## src/rtl/core/cvr2d_pkg.sv

```systemverilog
`timescale 1ns / 1ps

package cvr2d_pkg;

  // Geometry of the datapath
  localparam int CORDIC_STAGES = 24;
  localparam int STAGE_IDX_W   = $clog2(CORDIC_STAGES);
  localparam int ATAN_IDX_W    = 5;   // arctangent table holds 32 entries
  localparam int COORD_W       = 32;
  localparam int ANG_W         = 26;
  localparam int ANG_EXT_W     = ANG_W + 1;
  localparam int NEG_W         = COORD_W + 1;
  localparam int FRAC_BITS     = 28;
  localparam int GAIN_W        = 29;
  localparam int PROD_W        = NEG_W + GAIN_W;
  localparam int ACC_W         = 63;  // Q35.28 coordinates, headroom for CORDIC growth
  localparam int Z_W           = 42;  // degrees, 32 fractional bits
  localparam int ANG_FRAC_SH   = 16;
  localparam int RND_W         = ACC_W - FRAC_BITS;

  localparam logic signed [GAIN_W-1:0]    GAIN_Q28 = 29'sd163008219;
  localparam logic signed [ANG_EXT_W-1:0] ANG_360  = 27'sd23592960;
  localparam logic signed [ANG_EXT_W-1:0] ANG_180  = 27'sd11796480;
  localparam logic signed [ANG_EXT_W-1:0] ANG_90   = 27'sd5898240;

  localparam logic signed [ACC_W-1:0] RND_HALF    = ACC_W'(64'sd1 <<< (FRAC_BITS - 1));
  localparam logic signed [ACC_W-1:0] RND_HALF_M1 = RND_HALF - ACC_W'(64'sd1);

  localparam logic signed [COORD_W-1:0] COORD_MAX = {1'b0, {(COORD_W-1){1'b1}}};
  localparam logic signed [COORD_W-1:0] COORD_MIN = {1'b1, {(COORD_W-1){1'b0}}};

  typedef struct packed {
    logic signed [ACC_W-1:0] x;
    logic signed [ACC_W-1:0] y;
    logic signed [Z_W-1:0]   z;
  } cvr2d_vec_t;

  // atan(2^-i) in degrees, 32 fractional bits, rounded to nearest
  function automatic logic signed [Z_W-1:0] atan_deg(input logic [ATAN_IDX_W-1:0] idx);
    logic signed [Z_W-1:0] v;
    case (idx)
      5'd0:    v = 42'sd193273528320;
      5'd1:    v = 42'sd114096026022;
      5'd2:    v = 42'sd60285206653;
      5'd3:    v = 42'sd30601712202;
      5'd4:    v = 42'sd15360239180;
      5'd5:    v = 42'sd7687607525;
      5'd6:    v = 42'sd3844741810;
      5'd7:    v = 42'sd1922488225;
      5'd8:    v = 42'sd961258780;
      5'd9:    v = 42'sd480631223;
      5'd10:   v = 42'sd240315841;
      5'd11:   v = 42'sd120157949;
      5'd12:   v = 42'sd60078978;
      5'd13:   v = 42'sd30039489;
      5'd14:   v = 42'sd15019745;
      5'd15:   v = 42'sd7509872;
      5'd16:   v = 42'sd3754936;
      5'd17:   v = 42'sd1877468;
      5'd18:   v = 42'sd938734;
      5'd19:   v = 42'sd469367;
      5'd20:   v = 42'sd234684;
      5'd21:   v = 42'sd117342;
      5'd22:   v = 42'sd58671;
      5'd23:   v = 42'sd29335;
      5'd24:   v = 42'sd14668;
      5'd25:   v = 42'sd7334;
      5'd26:   v = 42'sd3667;
      5'd27:   v = 42'sd1833;
      5'd28:   v = 42'sd917;
      5'd29:   v = 42'sd458;
      5'd30:   v = 42'sd229;
      5'd31:   v = 42'sd115;
      default: v = '0;
    endcase
    return v;
  endfunction

endpackage

```

## src/rtl/core/cvr2d_post.sv

```systemverilog
`timescale 1ns / 1ps

// Round half away from zero, then clamp to the coordinate range. The second
// register is the block's output register.
module cvr2d_post (
  input  logic                                 clk_i,
  input  logic                                 rst_ni,
  input  logic                                 valid_i,
  output logic                                 ready_o,
  input  cvr2d_pkg::cvr2d_vec_t                vec_i,
  output logic                                 valid_o,
  input  logic                                 ready_i,
  output logic signed [cvr2d_pkg::COORD_W-1:0] x_o,
  output logic signed [cvr2d_pkg::COORD_W-1:0] y_o,
  output logic                                 sat_o
);
  import cvr2d_pkg::*;

  logic                      r_valid_q, o_valid_q;
  logic                      r_ready, o_ready;
  logic signed [ACC_W-1:0]   bx, by;
  logic signed [RND_W-1:0]   rx_q, ry_q;
  logic                      ovf_x, ovf_y;
  logic signed [COORD_W-1:0] cx_d, cy_d, x_q, y_q;
  logic                      sat_q;

  assign o_ready = !o_valid_q || ready_i;
  assign r_ready = !r_valid_q || o_ready;
  assign ready_o = r_ready;

  // negative values take half minus one, which turns the floor into ties-away
  assign bx = vec_i.x + (vec_i.x[ACC_W-1] ? RND_HALF_M1 : RND_HALF);
  assign by = vec_i.y + (vec_i.y[ACC_W-1] ? RND_HALF_M1 : RND_HALF);

  assign ovf_x = (rx_q[RND_W-1:COORD_W-1] != {(RND_W-COORD_W+1){rx_q[RND_W-1]}});
  assign ovf_y = (ry_q[RND_W-1:COORD_W-1] != {(RND_W-COORD_W+1){ry_q[RND_W-1]}});

  always_comb begin
    cx_d = rx_q[COORD_W-1:0];
    cy_d = ry_q[COORD_W-1:0];
    if (ovf_x) cx_d = rx_q[RND_W-1] ? COORD_MIN : COORD_MAX;
    if (ovf_y) cy_d = ry_q[RND_W-1] ? COORD_MIN : COORD_MAX;
  end

  always_ff @(posedge clk_i or negedge rst_ni) begin
    if (!rst_ni) begin
      r_valid_q <= 1'b0;
      o_valid_q <= 1'b0;
    end else begin
      if (r_ready) r_valid_q <= valid_i;
      if (o_ready) o_valid_q <= r_valid_q;
    end
  end

  always_ff @(posedge clk_i) begin
    if (r_ready && valid_i) begin
      rx_q <= bx[ACC_W-1:FRAC_BITS];
      ry_q <= by[ACC_W-1:FRAC_BITS];
    end
    if (o_ready && r_valid_q) begin
      x_q   <= cx_d;
      y_q   <= cy_d;
      sat_q <= ovf_x || ovf_y;
    end
  end

  assign valid_o = o_valid_q;
  assign x_o     = x_q;
  assign y_o     = y_q;
  assign sat_o   = sat_q;

endmodule

```

## config.mk

```make
export PLATFORM = sky130hd
export DESIGN_NAME = cvr2d_post
export DESIGN_NICKNAME = d
export VERILOG_FILES = /design/src/rtl/core/cvr2d_pkg.sv /design/src/rtl/core/cvr2d_post.sv
export SDC_FILE = /design/constraint.sdc
export NUM_CORES = 1
export LEC_CHECK = 0
export BUFFER_PORTS_ARGS = -buffer_cell sky130_fd_sc_hd__buf_2
export CORE_MARGIN = 2
export CORE_UTILIZATION = 54
export CTS_CLUSTER_DIAMETER = 80
export DETAILED_ROUTE_END_ITERATION = 6
export GPL_TIMING_DRIVEN = 0
export PLACE_DENSITY = 0.95
export SKIP_CTS_REPAIR_TIMING = 1
export SYNTH_ARGS = -nofsm -noshare
export SYNTH_HDL_FRONTEND = slang
export SYNTH_SLANG_ARGS = --single-unit
```

## constraint.sdc

```tcl
create_clock -name clk_i -period 3.82 [get_ports clk_i]
set_clock_uncertainty 0.05 [all_clocks]
set_input_delay 0.382 -clock clk_i [delete_from_list [all_inputs] [get_ports clk_i]]
set_output_delay 0.382 -clock clk_i [all_outputs]
set_load 0.005 [all_outputs]
```

# ---- After elaboration in Yosys (flattened, before gate mapping)
# Cells that the tools add are included.
dict set report classes {
  addsub 2
  n_eq_ne 2
  n_mux 6
  n_reduce_logical 7
}
# cell n
set op_table {}
lappend op_table {{$mux W32} 4}
lappend op_table {{$add A63 B29 Y63} 2}
lappend op_table {{$mux W28} 2}
lappend op_table {{$ne A3 B3 Y1} 2}
lappend op_table {{$logic_or A1 B1 Y1} 3}
lappend op_table {{$logic_and A1 B1 Y1} 2}
lappend op_table {{$logic_not A1 Y1} 2}
dict set report word_totals {
  regBits 137
  elab_cells 24
}

# ---- Logic depth before layout (Yosys ltp)
dict set report logic_depth {
  word_depth 4
  mapped_depth 11
}

# ---- Least setup slack after synthesis
# Ideal clock, no wire load.
dict set report synth_path {
  path_kind {register to register}
  from {register o_valid_q (netlist: valid_o)}
  to {register rx_q[0], enable pin}
  setup_time_ps 436
  arrival_time_ps 2200
  path_slack_ps 1134
  path_stages_with_launch 3
  path_buffers 0
  synth_period_minus_slack_ps 2686
  cell_sequence {dfrtp_1 > nand3b_1 > and2_1}
}
dict set report synth_via {
  elab_chain_len 4
}
# item line_no
set synth_rtl {}
lappend synth_rtl {{start: declaration} cvr2d_post.sv:19} ;# logic r_valid_q, o_valid_q;
lappend synth_rtl {{start signal: assignment} cvr2d_post.sv:51} ;# if (o_ready) o_valid_q <= r_valid_q;
lappend synth_rtl {{$logic_not A1 Y1} cvr2d_post.sv:27} ;# assign o_ready = !o_valid_q || ready_i;
lappend synth_rtl {{$logic_or A1 B1 Y1} cvr2d_post.sv:27}
lappend synth_rtl {{$logic_or A1 B1 Y1} cvr2d_post.sv:28} ;# assign r_ready = !r_valid_q || o_ready;
lappend synth_rtl {{net ready_o} cvr2d_post.sv:9} ;# output logic ready_o,
lappend synth_rtl {{$logic_and A1 B1 Y1} cvr2d_post.sv:56} ;# if (r_ready && valid_i) begin
lappend synth_rtl {{end signal: assignment} cvr2d_post.sv:57} ;# rx_q <= bx[ACC_W-1:FRAC_BITS];
lappend synth_rtl {{end: declaration} cvr2d_post.sv:22} ;# logic signed [RND_W-1:0] rx_q, ry_q;
# The timed path passes the listed nets, and every way through them passes these cells.
# A chain may end at the register's enable or synchronous reset.

# ---- Worst setup path after layout
dict set report layout_path {
  from {input vec_i[104] (netlist name)}
  to {register ry_q[12] (data pin)}
}
dict set report layout_via {
  elab_chain_len 2
}
# item line_no
set layout_rtl {}
lappend layout_rtl {{start: declaration} cvr2d_post.sv:10} ;# input cvr2d_pkg::cvr2d_vec_t vec_i,
lappend layout_rtl {{$mux W28} cvr2d_post.sv:33} ;# assign by = vec_i.y + (vec_i.y[ACC_W-1] ? RND_HALF_M1 : RND_HALF);
lappend layout_rtl {{$add A63 B29 Y63} cvr2d_post.sv:33}
lappend layout_rtl {{net by[40]} cvr2d_post.sv:21} ;# logic signed [ACC_W-1:0] bx, by;
lappend layout_rtl {{end signal: assignment} cvr2d_post.sv:58} ;# ry_q <= by[ACC_W-1:FRAC_BITS];
lappend layout_rtl {{end: declaration} cvr2d_post.sv:22}
# The timed path passes the listed nets, and every way through them passes these cells.

==> results.toml <==
[run_status]
status = "completed"

[worst_setup_path]
cp_cell_sequence = "buf_2, inv_1, ha_1, nand3_1, nor3_1, nand3_1, nor4b_1, or3_1, buf_2, buf_2, a21oi_1, a31oi_1"
crit_arrival_ns = 3.12
r2r-start = "ry_q[34]"
reg2reg_depth = 5
r2r_setup_slack_ns = 1.58
crit_buf_inv = 4
critPathRequiredTime_ns = 3.96
path_class = "in -> reg"
cpPeakStageDelay_ns = 0.45
path_delay_family = "buffers and inverters"
crit_path_start_kind = "primary input"
cp_slowest_cell = "buf_2"
rr_endpoint = "y_o[21]"
startpoint = "vec_i[104]"
endpoint_kind = "flop"
cp_max_fo = 29
crit_path_frequent_cell = "buf_2"
cp_num_cells = 12
crit_end = "ry_q[12]"

[sta]
rsz0062_at_grt = "false"
post-route-period-util = 0.7801
hold_viol_final = 0
fin_crit_ns = 2.980
finalMaxSlewViolations = 0
tns_ns = 0
max_slew.worst_pin.slew_ns = 0.9408
fmax_mhz = 335.6
slew_headroom = 0.3728
setup_viol = 0

[finish]
final_layout_size_suffix_gt1_frac = 0.2854
nNetsFinal = 1076
area_delta_synth_final_pct = 24.57
final_common_cell = "buf_2"
fin_area_um2 = 9495
mostFrequentLayoutCells = "buf_2, edfxtp_1, a21o_1"

[drt]
routedWlPerCell_um = 17.60
vias = 6063
drt-initial-drc-count = 526
via_per_inst = 5.813
ant_nets = 0
drt_first_pass_iters = 4
drt_wl_total_um = 18360
drc = 0

[placement]
dpl-instance-area_um2 = 8852
gp_congestion = 0.8895
port_buffers = 196
place_hpwl_um = 12990

[synth]
yosysUniqueCellTypes = 56
synth.avg_cell_area_um2 = 12.04
syn_inst = 633
synth_fp_nets = 859
synth-seq-cells = 137
syn-cell-area_um2 = 7622
ys_warn_count = 0
synth-async-reset-ratio = 0.01460
synth-main-ff-cell = "edfxtp_1"
synth_edf_count = 135
synth-seq-area-share = 0.5384

[hold_path]
min_path_type = "in -> reg"

[power_and_ir_drop]
p_per_area_nw_per_um2 = 439.8
total_power_w = 0.004176
peakVddDrop_v = 0.0003069
p_leak_nw = 4.125

[run]
drv_cap = 0

[clock_network]
worstSkewPairLatency_ns = 0.41
cts_tree = "done"
clk_pin_slew_worst_paths_ns = 0.06
h-tree-depth = 4
clock_sinks = 137
cts_buffers = 17
clk_path_buf_depth = 2
cts_root_buf = "clkbuf_16"

[global_route]
first_global_vias = 5925
grt_pass1_wl_um = 28810
antenna_found_initial = 1
grt_max_degree = 71
grt_overflow = 0
grtUsageTotal = 0.2499

[floorplanning]
fp.coreArea_um2 = 13830
io-pin-count = 239
start_util = 0.5513
rows = 43
die_w_um = 122.8
die_area_um2 = 15080
fp.dieH_um = 122.8
-- final cells by class --
cell class                      instances  area, um2
Inverter                               12      45.04
Timing Repair Buffer                  198       1011
Multi-Input combinational cell        461       3361
Clock buffer                           19      432.9
Antenna cell                            1      2.502
Fill cell                             924       4332
Buffer                                 23      116.4
Clock inverter                         12      197.7
Sequential cell                       137       4104
Tap cell                              180      225.2
-- cell families (layout without fill, tap and decap cells) --
group,after synthesis,count (layout),share of synthesized area
and+or+nand+nor,188,188,0.1361
AOI/OAI and AO/OA,152,152,0.1387
buffers and inverters,35,264,0.02117
adders and majority gates,54,54,0.08864
other,0,1,0
xor gates and xnor gates,67,67,0.07699
DFF,137,137,0.5384
-- synthesized netlist by cell type (7+ instances only) --
cell type | instances | share of area
ha_1 | 54 | 0.089
xor2_1 | 11 | 0.013
a21o_1 | 69 | 0.068
edfxtp_1 | 135 | 0.53
o21ai_0 | 16 | 0.011
a21oi_1 | 38 | 0.025
and2_1 | 7 | 0.0057
and4_1 | 7 | 0.0080
nor2_1 | 16 | 0.0079
nor3_1 | 10 | 0.0066
nand3_1 | 42 | 0.028
clkbuf_1 | 14 | 0.0069
xnor2_1 | 56 | 0.064
nand2_1 | 41 | 0.020
inv_1 | 12 | 0.0059
nand4_1 | 29 | 0.024
and3_1 | 16 | 0.013
-- flip-flops by register name, summed over array words and instances, names as in the netlist --
name	cells
ry_q	35
rx_q	35
valid_o	1
r_valid_q	1
x_o	32
y_o	32
sat_o	1
-- power by group --
group / internal [W] / leakage [nW] / switching [W]
Sequential: 0.00180 / 1.32 / 0.0000363
Combinational: 0.000247 / 2.50 / 0.000331
Clock: 0.00116 / 0.307 / 0.000603
-- per-stage QoR --
stage | util | cells | worst slack [ns] | hold WS (ns)
2_1_floorplan | - | 633 | 1.134 | 0.03641
3_3_place_gp | 0.6385 | 1009 | 0.4570 | 0.1182
3_5_place_dp | 0.6402 | 1010 | 0.5267 | 0.1244
4_1_cts | 0.6858 | 1041 | 0.9175 | -0.3061
5_1_grt | 0.6867 | 1043 | 0.6726 | 0.1556
6_report | 0.6867 | 1043 | 0.8399 | 0.1499
-- per-layer routing --
layer	routed length (um)	GRT usage	vias to the layer above
met4	754	0.1207	0
met3	1093	0.04693	64
met5	0	0	-
met1	6969	0.2943	2850
li1	-	-	2865
met2	9540	0.4378	284
-- worst min path at each step --
stage	startpoint	to	slack [ns]	depth (start not counted)
after floorplan	rst_ni	r_valid_q	0.04	0
after detailed placement	rst_ni	valid_o	0.12	1
after global placement	rst_ni	valid_o	0.12	1
after global routing	valid_i	r_valid_q	0.16	2
after CTS	rst_ni	valid_o	-0.31	1
final	valid_i	r_valid_q	0.15	2
No activity file was read; power rests on OpenSTA's default activity.
