**src/rtl/core/cvr2d_pkg.sv**
```systemverilog
`timescale 1ns / 1ps

package cvr2d_pkg;

  // Geometry of the datapath
  localparam int CORDIC_STAGES = 24;
  localparam int STAGE_IDX_W   = $clog2(CORDIC_STAGES);
  localparam int ATAN_IDX_W    = 5;   // arctangent table holds 32 entries
  localparam int COORD_W       = 32;
  localparam int ANG_W         = 26;
  localparam int ANG_EXT_W     = ANG_W + 1;
  localparam int NEG_W         = COORD_W + 1;
  localparam int FRAC_BITS     = 28;
  localparam int GAIN_W        = 29;
  localparam int PROD_W        = NEG_W + GAIN_W;
  localparam int ACC_W         = 63;  // Q35.28 coordinates, headroom for CORDIC growth
  localparam int Z_W           = 42;  // degrees, 32 fractional bits
  localparam int ANG_FRAC_SH   = 16;
  localparam int RND_W         = ACC_W - FRAC_BITS;

  localparam logic signed [GAIN_W-1:0]    GAIN_Q28 = 29'sd163008219;
  localparam logic signed [ANG_EXT_W-1:0] ANG_360  = 27'sd23592960;
  localparam logic signed [ANG_EXT_W-1:0] ANG_180  = 27'sd11796480;
  localparam logic signed [ANG_EXT_W-1:0] ANG_90   = 27'sd5898240;

  localparam logic signed [ACC_W-1:0] RND_HALF    = ACC_W'(64'sd1 <<< (FRAC_BITS - 1));
  localparam logic signed [ACC_W-1:0] RND_HALF_M1 = RND_HALF - ACC_W'(64'sd1);

  localparam logic signed [COORD_W-1:0] COORD_MAX = {1'b0, {(COORD_W-1){1'b1}}};
  localparam logic signed [COORD_W-1:0] COORD_MIN = {1'b1, {(COORD_W-1){1'b0}}};

  typedef struct packed {
    logic signed [ACC_W-1:0] x;
    logic signed [ACC_W-1:0] y;
    logic signed [Z_W-1:0]   z;
  } cvr2d_vec_t;

  // atan(2^-i) in degrees, 32 fractional bits, rounded to nearest
  function automatic logic signed [Z_W-1:0] atan_deg(input logic [ATAN_IDX_W-1:0] idx);
    logic signed [Z_W-1:0] v;
    case (idx)
      5'd0:    v = 42'sd193273528320;
      5'd1:    v = 42'sd114096026022;
      5'd2:    v = 42'sd60285206653;
      5'd3:    v = 42'sd30601712202;
      5'd4:    v = 42'sd15360239180;
      5'd5:    v = 42'sd7687607525;
      5'd6:    v = 42'sd3844741810;
      5'd7:    v = 42'sd1922488225;
      5'd8:    v = 42'sd961258780;
      5'd9:    v = 42'sd480631223;
      5'd10:   v = 42'sd240315841;
      5'd11:   v = 42'sd120157949;
      5'd12:   v = 42'sd60078978;
      5'd13:   v = 42'sd30039489;
      5'd14:   v = 42'sd15019745;
      5'd15:   v = 42'sd7509872;
      5'd16:   v = 42'sd3754936;
      5'd17:   v = 42'sd1877468;
      5'd18:   v = 42'sd938734;
      5'd19:   v = 42'sd469367;
      5'd20:   v = 42'sd234684;
      5'd21:   v = 42'sd117342;
      5'd22:   v = 42'sd58671;
      5'd23:   v = 42'sd29335;
      5'd24:   v = 42'sd14668;
      5'd25:   v = 42'sd7334;
      5'd26:   v = 42'sd3667;
      5'd27:   v = 42'sd1833;
      5'd28:   v = 42'sd917;
      5'd29:   v = 42'sd458;
      5'd30:   v = 42'sd229;
      5'd31:   v = 42'sd115;
      default: v = '0;
    endcase
    return v;
  endfunction

endpackage

```
**src/rtl/core/cvr2d_prep.sv**
```systemverilog
`timescale 1ns / 1ps

// Angle wrap and quadrant fold, then gain compensation. Two register stages.
module cvr2d_prep (
  input  logic                                 clk_i,
  input  logic                                 rst_ni,
  input  logic                                 valid_i,
  output logic                                 ready_o,
  input  logic signed [cvr2d_pkg::COORD_W-1:0] x_i,
  input  logic signed [cvr2d_pkg::COORD_W-1:0] y_i,
  input  logic signed [cvr2d_pkg::ANG_W-1:0]   angle_i,
  output logic                                 valid_o,
  input  logic                                 ready_i,
  output cvr2d_pkg::cvr2d_vec_t                vec_o
);
  import cvr2d_pkg::*;

  logic                        f_valid_q, m_valid_q;
  logic                        f_ready, m_ready;
  logic signed [NEG_W-1:0]     fx_d, fy_d, fx_q, fy_q;
  logic signed [ANG_EXT_W-1:0] a_ext, a_wrap, fa_d, fa_q;
  logic signed [PROD_W-1:0]    px, py;
  cvr2d_vec_t                  vec_d, vec_q;

  assign m_ready = !m_valid_q || ready_i;
  assign f_ready = !f_valid_q || m_ready;
  assign ready_o = f_ready;

  // wrap into +-180, then fold into +-90 with the point negated
  always_comb begin
    a_ext = ANG_EXT_W'(angle_i);
    if (a_ext > ANG_180) begin
      a_wrap = a_ext - ANG_360;
    end else if (a_ext < -ANG_180) begin
      a_wrap = a_ext + ANG_360;
    end else begin
      a_wrap = a_ext;
    end
    fx_d = NEG_W'(x_i);
    fy_d = NEG_W'(y_i);
    fa_d = a_wrap;
    if (a_wrap > ANG_90) begin
      fa_d = a_wrap - ANG_180;
      fx_d = -NEG_W'(x_i);
      fy_d = -NEG_W'(y_i);
    end else if (a_wrap < -ANG_90) begin
      fa_d = a_wrap + ANG_180;
      fx_d = -NEG_W'(x_i);
      fy_d = -NEG_W'(y_i);
    end
  end

  assign px = fx_q * GAIN_Q28;
  assign py = fy_q * GAIN_Q28;

  always_comb begin
    vec_d.x = ACC_W'(px);
    vec_d.y = ACC_W'(py);
    vec_d.z = Z_W'(fa_q) <<< ANG_FRAC_SH;
  end

  always_ff @(posedge clk_i or negedge rst_ni) begin
    if (!rst_ni) begin
      f_valid_q <= 1'b0;
      m_valid_q <= 1'b0;
    end else begin
      if (f_ready) f_valid_q <= valid_i;
      if (m_ready) m_valid_q <= f_valid_q;
    end
  end

  always_ff @(posedge clk_i) begin
    if (f_ready && valid_i) begin
      fx_q <= fx_d;
      fy_q <= fy_d;
      fa_q <= fa_d;
    end
    if (m_ready && f_valid_q) begin
      vec_q <= vec_d;
    end
  end

  assign valid_o = m_valid_q;
  assign vec_o   = vec_q;

endmodule

```
**config.mk**
```make
export PLATFORM = sky130hd
export DESIGN_NAME = cvr2d_prep
export DESIGN_NICKNAME = d
export VERILOG_FILES = /design/src/rtl/core/cvr2d_pkg.sv /design/src/rtl/core/cvr2d_prep.sv
export SDC_FILE = /design/constraint.sdc
export NUM_CORES = 2
export LEC_CHECK = 0
export ABC_AREA = 1
export BUFFER_PORTS_ARGS = -buffer_cell sky130_fd_sc_hd__buf_2
export CAP_MARGIN = 25
export CORE_ASPECT_RATIO = 0.75
export CORE_MARGIN = 2
export CORE_UTILIZATION = 35
export DETAILED_ROUTE_END_ITERATION = 8
export MAX_ROUTING_LAYER = met4
export PLACE_DENSITY = 0.58
export SETUP_SLACK_MARGIN = 0.5
export SLEW_MARGIN = 25
export SYNTH_ARGS = -nofsm -noshare
export SYNTH_HDL_FRONTEND = slang
export SYNTH_SLANG_ARGS = --single-unit
```
**constraint.sdc**
```tcl
create_clock -name clk_i -period 12.4 [get_ports clk_i]
set_input_delay 3.1 -clock clk_i [delete_from_list [all_inputs] [get_ports clk_i]]
set_output_delay 3.1 -clock clk_i [all_outputs]
set_load 0.05 [all_outputs]
```
======== Word-level counts from Yosys, hierarchy flattened ========
Index checks and enable logic that the tools add are counted.
word-level totals
  logic and storage cells ................. 34
  output and inout bits ................... 170
  bits of input ports ..................... 94
  register bits ........................... 244
cells by class
  order comparisons ....................... 4
  multiply operators ...................... 2
  add/subtract/negate cells ............... 6
  muxes and demuxes ....................... 8
  reduce and logical (&&, ||, !) cells .... 6
operator list
  operator                count
  $mux 33                 4
  $mul 33x29->62 const B  2
  $neg 32->33             2
  $mux 27                 2
  $mux 26                 2
  $add 26x26->27 const B  1
  $gt 27x24->1 const B    1
  $lt 27x24->1 const B    1
  $sub 26x26->27 const B  1
  $add 26x25->26 const B  1
  $gt 26x25->1 const B    1
  $lt 26x25->1 const B    1
  $sub 26x25->26 const B  1
  $logic_and 1x1->1       2
  $logic_not 1->1         2
  $logic_or 1x1->1        2

======== Longest topological paths before layout ========
  word-level depth ........................ 6
  depth in mapped cells ................... 33

======== Worst setup path after synthesis ========
No wires, ideal clock.
  path kind ............................... input-to-reg
  start ................................... in ready_i
  end ..................................... reg vec_q (netlist bit vec_o[100]) (enable)
  path slack .............................. 1.345 ns
  buffers on the path ..................... 0
  data arrival time ....................... 10.347 ns
  cell stages on the path ................. 2
  cells stage by stage .................... inv_1 a21oi_1
on the way
  word-level cells in the longest chain between the ends .. 2
ends and longest elaborated chain
  element               line              RTL
  from (decl)           cvr2d_prep.sv:13  input logic ready_i,
  $logic_or 1x1->1      cvr2d_prep.sv:25  assign m_ready = !m_valid_q || ready_i;
  $logic_and 1x1->1     cvr2d_prep.sv:78  if (m_ready && f_valid_q) begin
  to (signal assigned)  cvr2d_prep.sv:79  vec_q <= vec_d;
  to (decl)             cvr2d_prep.sv:23  cvr2d_vec_t vec_d, vec_q;
Every way passes these cells.
A chain may end at the register's enable or synchronous reset.

======== Worst setup path in the final report ========
  start ................................... reg fy_q[32]
  end ..................................... reg vec_q (netlist bit vec_o[100]), data pin
on the way
  word-level cells in the longest chain between the ends .. 1
ends and longest elaborated chain
  element                 line              RTL
  from (decl)             cvr2d_prep.sv:20  logic signed [NEG_W-1:0] fx_d, fy_d, fx_q, fy_q;
  from (signal assigned)  cvr2d_prep.sv:75  fy_q <= fy_d;
  $mul 33x29->62          cvr2d_prep.sv:54  assign py = fy_q * GAIN_Q28;
  named net py[58]        cvr2d_prep.sv:22  logic signed [PROD_W-1:0] px, py;
The timed path passes the listed nets, and every way through them passes these cells.

==> summary.md <==
| Metric | Value |
|---|---|
| Post-synthesis mux area share | 0 |
| Synth Area in Simple Gates | 0.0978 |
| Routability congestion estimate | roughly 1.0 |
| Max Cap Viol | 0 |
| Die Wd | 450 um |
| Wire length per cell | between 20 and 25 um |
| Main combinational cell family by area after synthesis | adder cells |
| Pin count of the biggest net entering global routing | 125 |
| Post_cts resized | 0 |
| Hold Buf Count CTS | 0 |
| Final Hold Vio Count | 0 |
| Compound-cell area share of the yosys netlist | 0.0622 |
| Crit. End Element | flop |
| Fin crit share | 0.629 |
| Kind of critical path | reg2reg |
| Yosys warnings | 0 |
| PortBufs | ~250 |
| Via/cell ratio | about 4.8 |
| Syn Area/Cell | 9.18 um^2 |
| Post-route setup TNS | 0 ns |
| Required time of the critical path | around 13 ns |
| Startpoint Class | flop |
| Worst Skew | 0.0502 ns |
| 1st-pass router iterations | 6 |
| Post-Route WL | 173 mm |
| FF+latch count, synth | 244 |
| Worst skew pair latency | 0.62 ns |
| Hold Path Class | reg2reg |
| Status | finished, final reports clean |
| Clock sink total | 244 |
| Post-synthesis xor/xnor area fraction | 0.0566 |
| Total gr overflow | 0 |
| Core Area | 148,000 um^2 |
| Fin cells | ~8.0k |
| Post-synth top flop | edfxtp_1 |
| Clock transition at the registers of the reported paths | 0.06 ns |
| Area grow syn2layout | 9.12% |
| Share of cells above drive strength 1 | 0.0592 |
| Mapped Area | between 50,000 and 60,000 um^2 |
| Ys async rst share | 0.00820 |
| Fillers | 15.0k |
| Initial drt markers | 3,451 |
| Post-layout instance area | approximately 57,000 um^2 |
| Max Root-Sink Buffers | 3 |
| H-tree lvl count | 2 |
| Worst path max stage delay | ~0.65 ns |
| Gate count of the mapped netlist | 5,697 |
| Dpl cell area | about 56,000 um^2 |
| CTS tree | yes |
| WP data arrival | 8.12 ns |
| Initial antenna violation count | 11 |
| Cell variety after synth | 52 |
| CP max-delay cell | buf_4 |
| DR vias | approximately 39k |
| RSZ-0062 raised after global routing | no |
| Die ar. | 153,000 um^2 |
| DIE HEIGHT | 339 um |
| Max Fanout on Critical Path | 54 |
| Vias in the first global route | 39.4k |
| Top Ports | between 200 and 300 |
| Starting Density | 0.353 |
| Routed Antenna Nets | 0 |
| Tightest Pin Transition | 1.05 ns |
| First-pass GRT wire length | 257 mm |
| Setup Buffers After CTS | 0 |
| Register area share after synthesis | 0.140 |
| Row Count | 122 |
| Slew margin rel. | 0.296 |
| Nets | between 7k and 8k |
| Final Max Slew Viols | 0 |
| Total GRT Usage | 0.233 |
| DRC | 0 |
| Post-DP HPWL | 154 mm |
| CP top delay family | adder cells |
| Root Buffer | clkbuf_16 |
| Peak Freq | 0.128 GHz |
| Setup-failing EPs final | 0 |
| Post-layout minimum cycle time | 7.80 ns |
| Post-synth EDFFs | 242 |
| Placed cells | 7,904 |
| Critical path buffer and inverter count | 6 |
| Num CTS Buffers | 34 |
| Post-synthesis adder-cell area fraction | 0.519 |
per-layer routing:
| layer | routed length, um | share of wire | GRT usage |
|---|---|---|---|
| met5 | 0 | 0 | - |
| met4 | 2650 | 0.015 | 0.0352 |
| met3 | 13800 | 0.079 | 0.0416 |
| met2 | 70100 | 0.40 | 0.321 |
| met1 | 86900 | 0.50 | 0.358 |
placed cells by master (no fill, tap or decap), types with 8 or more instances in the layout:
cell       count
a21o_1        50
a21oi_1      228
a31oi_1       25
buf_2        247
buf_4         11
clkbuf_16     37
conb_1        16
edfxtp_1     242
fa_1         890
ha_1         745
inv_1       1629
inv_2          8
nand2_1      688
nand3_1      110
nand3b_1      21
nand4_1       30
nor2_1       295
nor3_1        30
nor4_1        26
o211ai_1      20
o21a_1        13
o21ai_0      142
o21bai_1      40
or2_2         13
xnor2_1       82
xor2_1       256
registers in the layout, indices dropped and copies added, names as in the netlist:
name,flops
vec_o,150
f_valid_q,1
fy_q,33
valid_o,1
fa_q,26
fx_q,33
logic make-up after synthesis:
logic type	count (synthesis)
AOI/OAI and AO/OA	557
DFF	244
adders and majority gates	1635
and+or+nand+nor	1232
other	1
xor gates and xnor gates	338
buffers and inverters	1690
cell type report:
| cell class | count | area [um^2] | share of cell area |
|---|---|---|---|
| multi-input combinational | 3778 | 38500 | 0.676 |
| sequential | 244 | 7320 | 0.128 |
| inverter | 1639 | 6150 | 0.108 |
| clock buffer | 44 | 982 | 0.0172 |
| antenna | 3 | 7.51 | 0.000132 |
| timing repair buffer | 259 | 1340 | 0.0235 |
| clock inverter | 17 | 221 | 0.00388 |
| tap | 1984 | 2480 | 0.0435 |
cells in the mapped netlist, types with 2 or more instances:
library cell	n	area, um^2
a211oi_1	2	15.0
a21boi_0	6	45.0
a21o_1	50	375
a21oi_1	229	1150
a221oi_1	4	35.0
a22o_1	3	26.3
a31oi_1	25	156
and3_1	6	37.5
buf_1	4	15.0
buf_2	6	30.0
buf_4	21	158
buf_6	8	90.1
clkbuf_1	11	41.3
clkinv_1	2	7.51
dfrtp_1	2	50.1
edfxtp_1	242	7270
fa_1	890	17800
ha_1	745	9320
inv_1	1631	6120
inv_2	6	22.5
nand2_1	688	2580
nand2_2	8	50.1
nand3_1	110	551
nand3_2	3	30.0
nand3b_1	21	158
nand4_1	30	188
nor2_1	295	1110
nor3_1	30	150
nor4_1	26	163
o2111ai_1	2	17.5
o211ai_1	20	150
o21a_1	13	97.6
o21ai_0	142	711
o21ai_1	7	35.0
o21bai_1	40	300
o221ai_1	2	17.5
o22ai_1	2	12.5
o31ai_1	3	22.5
or2_2	13	81.3
xnor2_1	82	718
xor2_1	256	2240
path summary, 6_finish.rpt:
kind	from	to	slack, ns	cells past startpoint
worst max-delay path	fy_q[32]	vec_o[100]	4.60	27
worst min-delay path	fa_q[11]	vec_o[27]	0.42	0
worst max register to register	fy_q[32]	vec_o[100]	4.60	27
worst min register to register	fa_q[11]	vec_o[27]	0.42	0
max in group asynchronous	rst_ni	f_valid_q	10.00	1
min in group asynchronous	rst_ni	valid_o	2.30	1
through the flow:
| step | hold WS (ns) | util | setup WS, ns |
|---|---|---|---|
| 6_report | 0.417 | 0.386 | 4.60 |
| 5_1_grt | 0.427 | 0.386 | 4.16 |
| 4_1_cts | 0.419 | 0.386 | 4.64 |
| 3_5_place_dp | 0.405 | 0.377 | 4.64 |
| 3_3_place_gp | 0.401 | 0.377 | 4.66 |
| 2_1_floorplan | 0.400 | - | 1.35 |
Power is not shown: default switching activity piles up to over one toggle a cycle in this logic, so the estimate is an artifact.
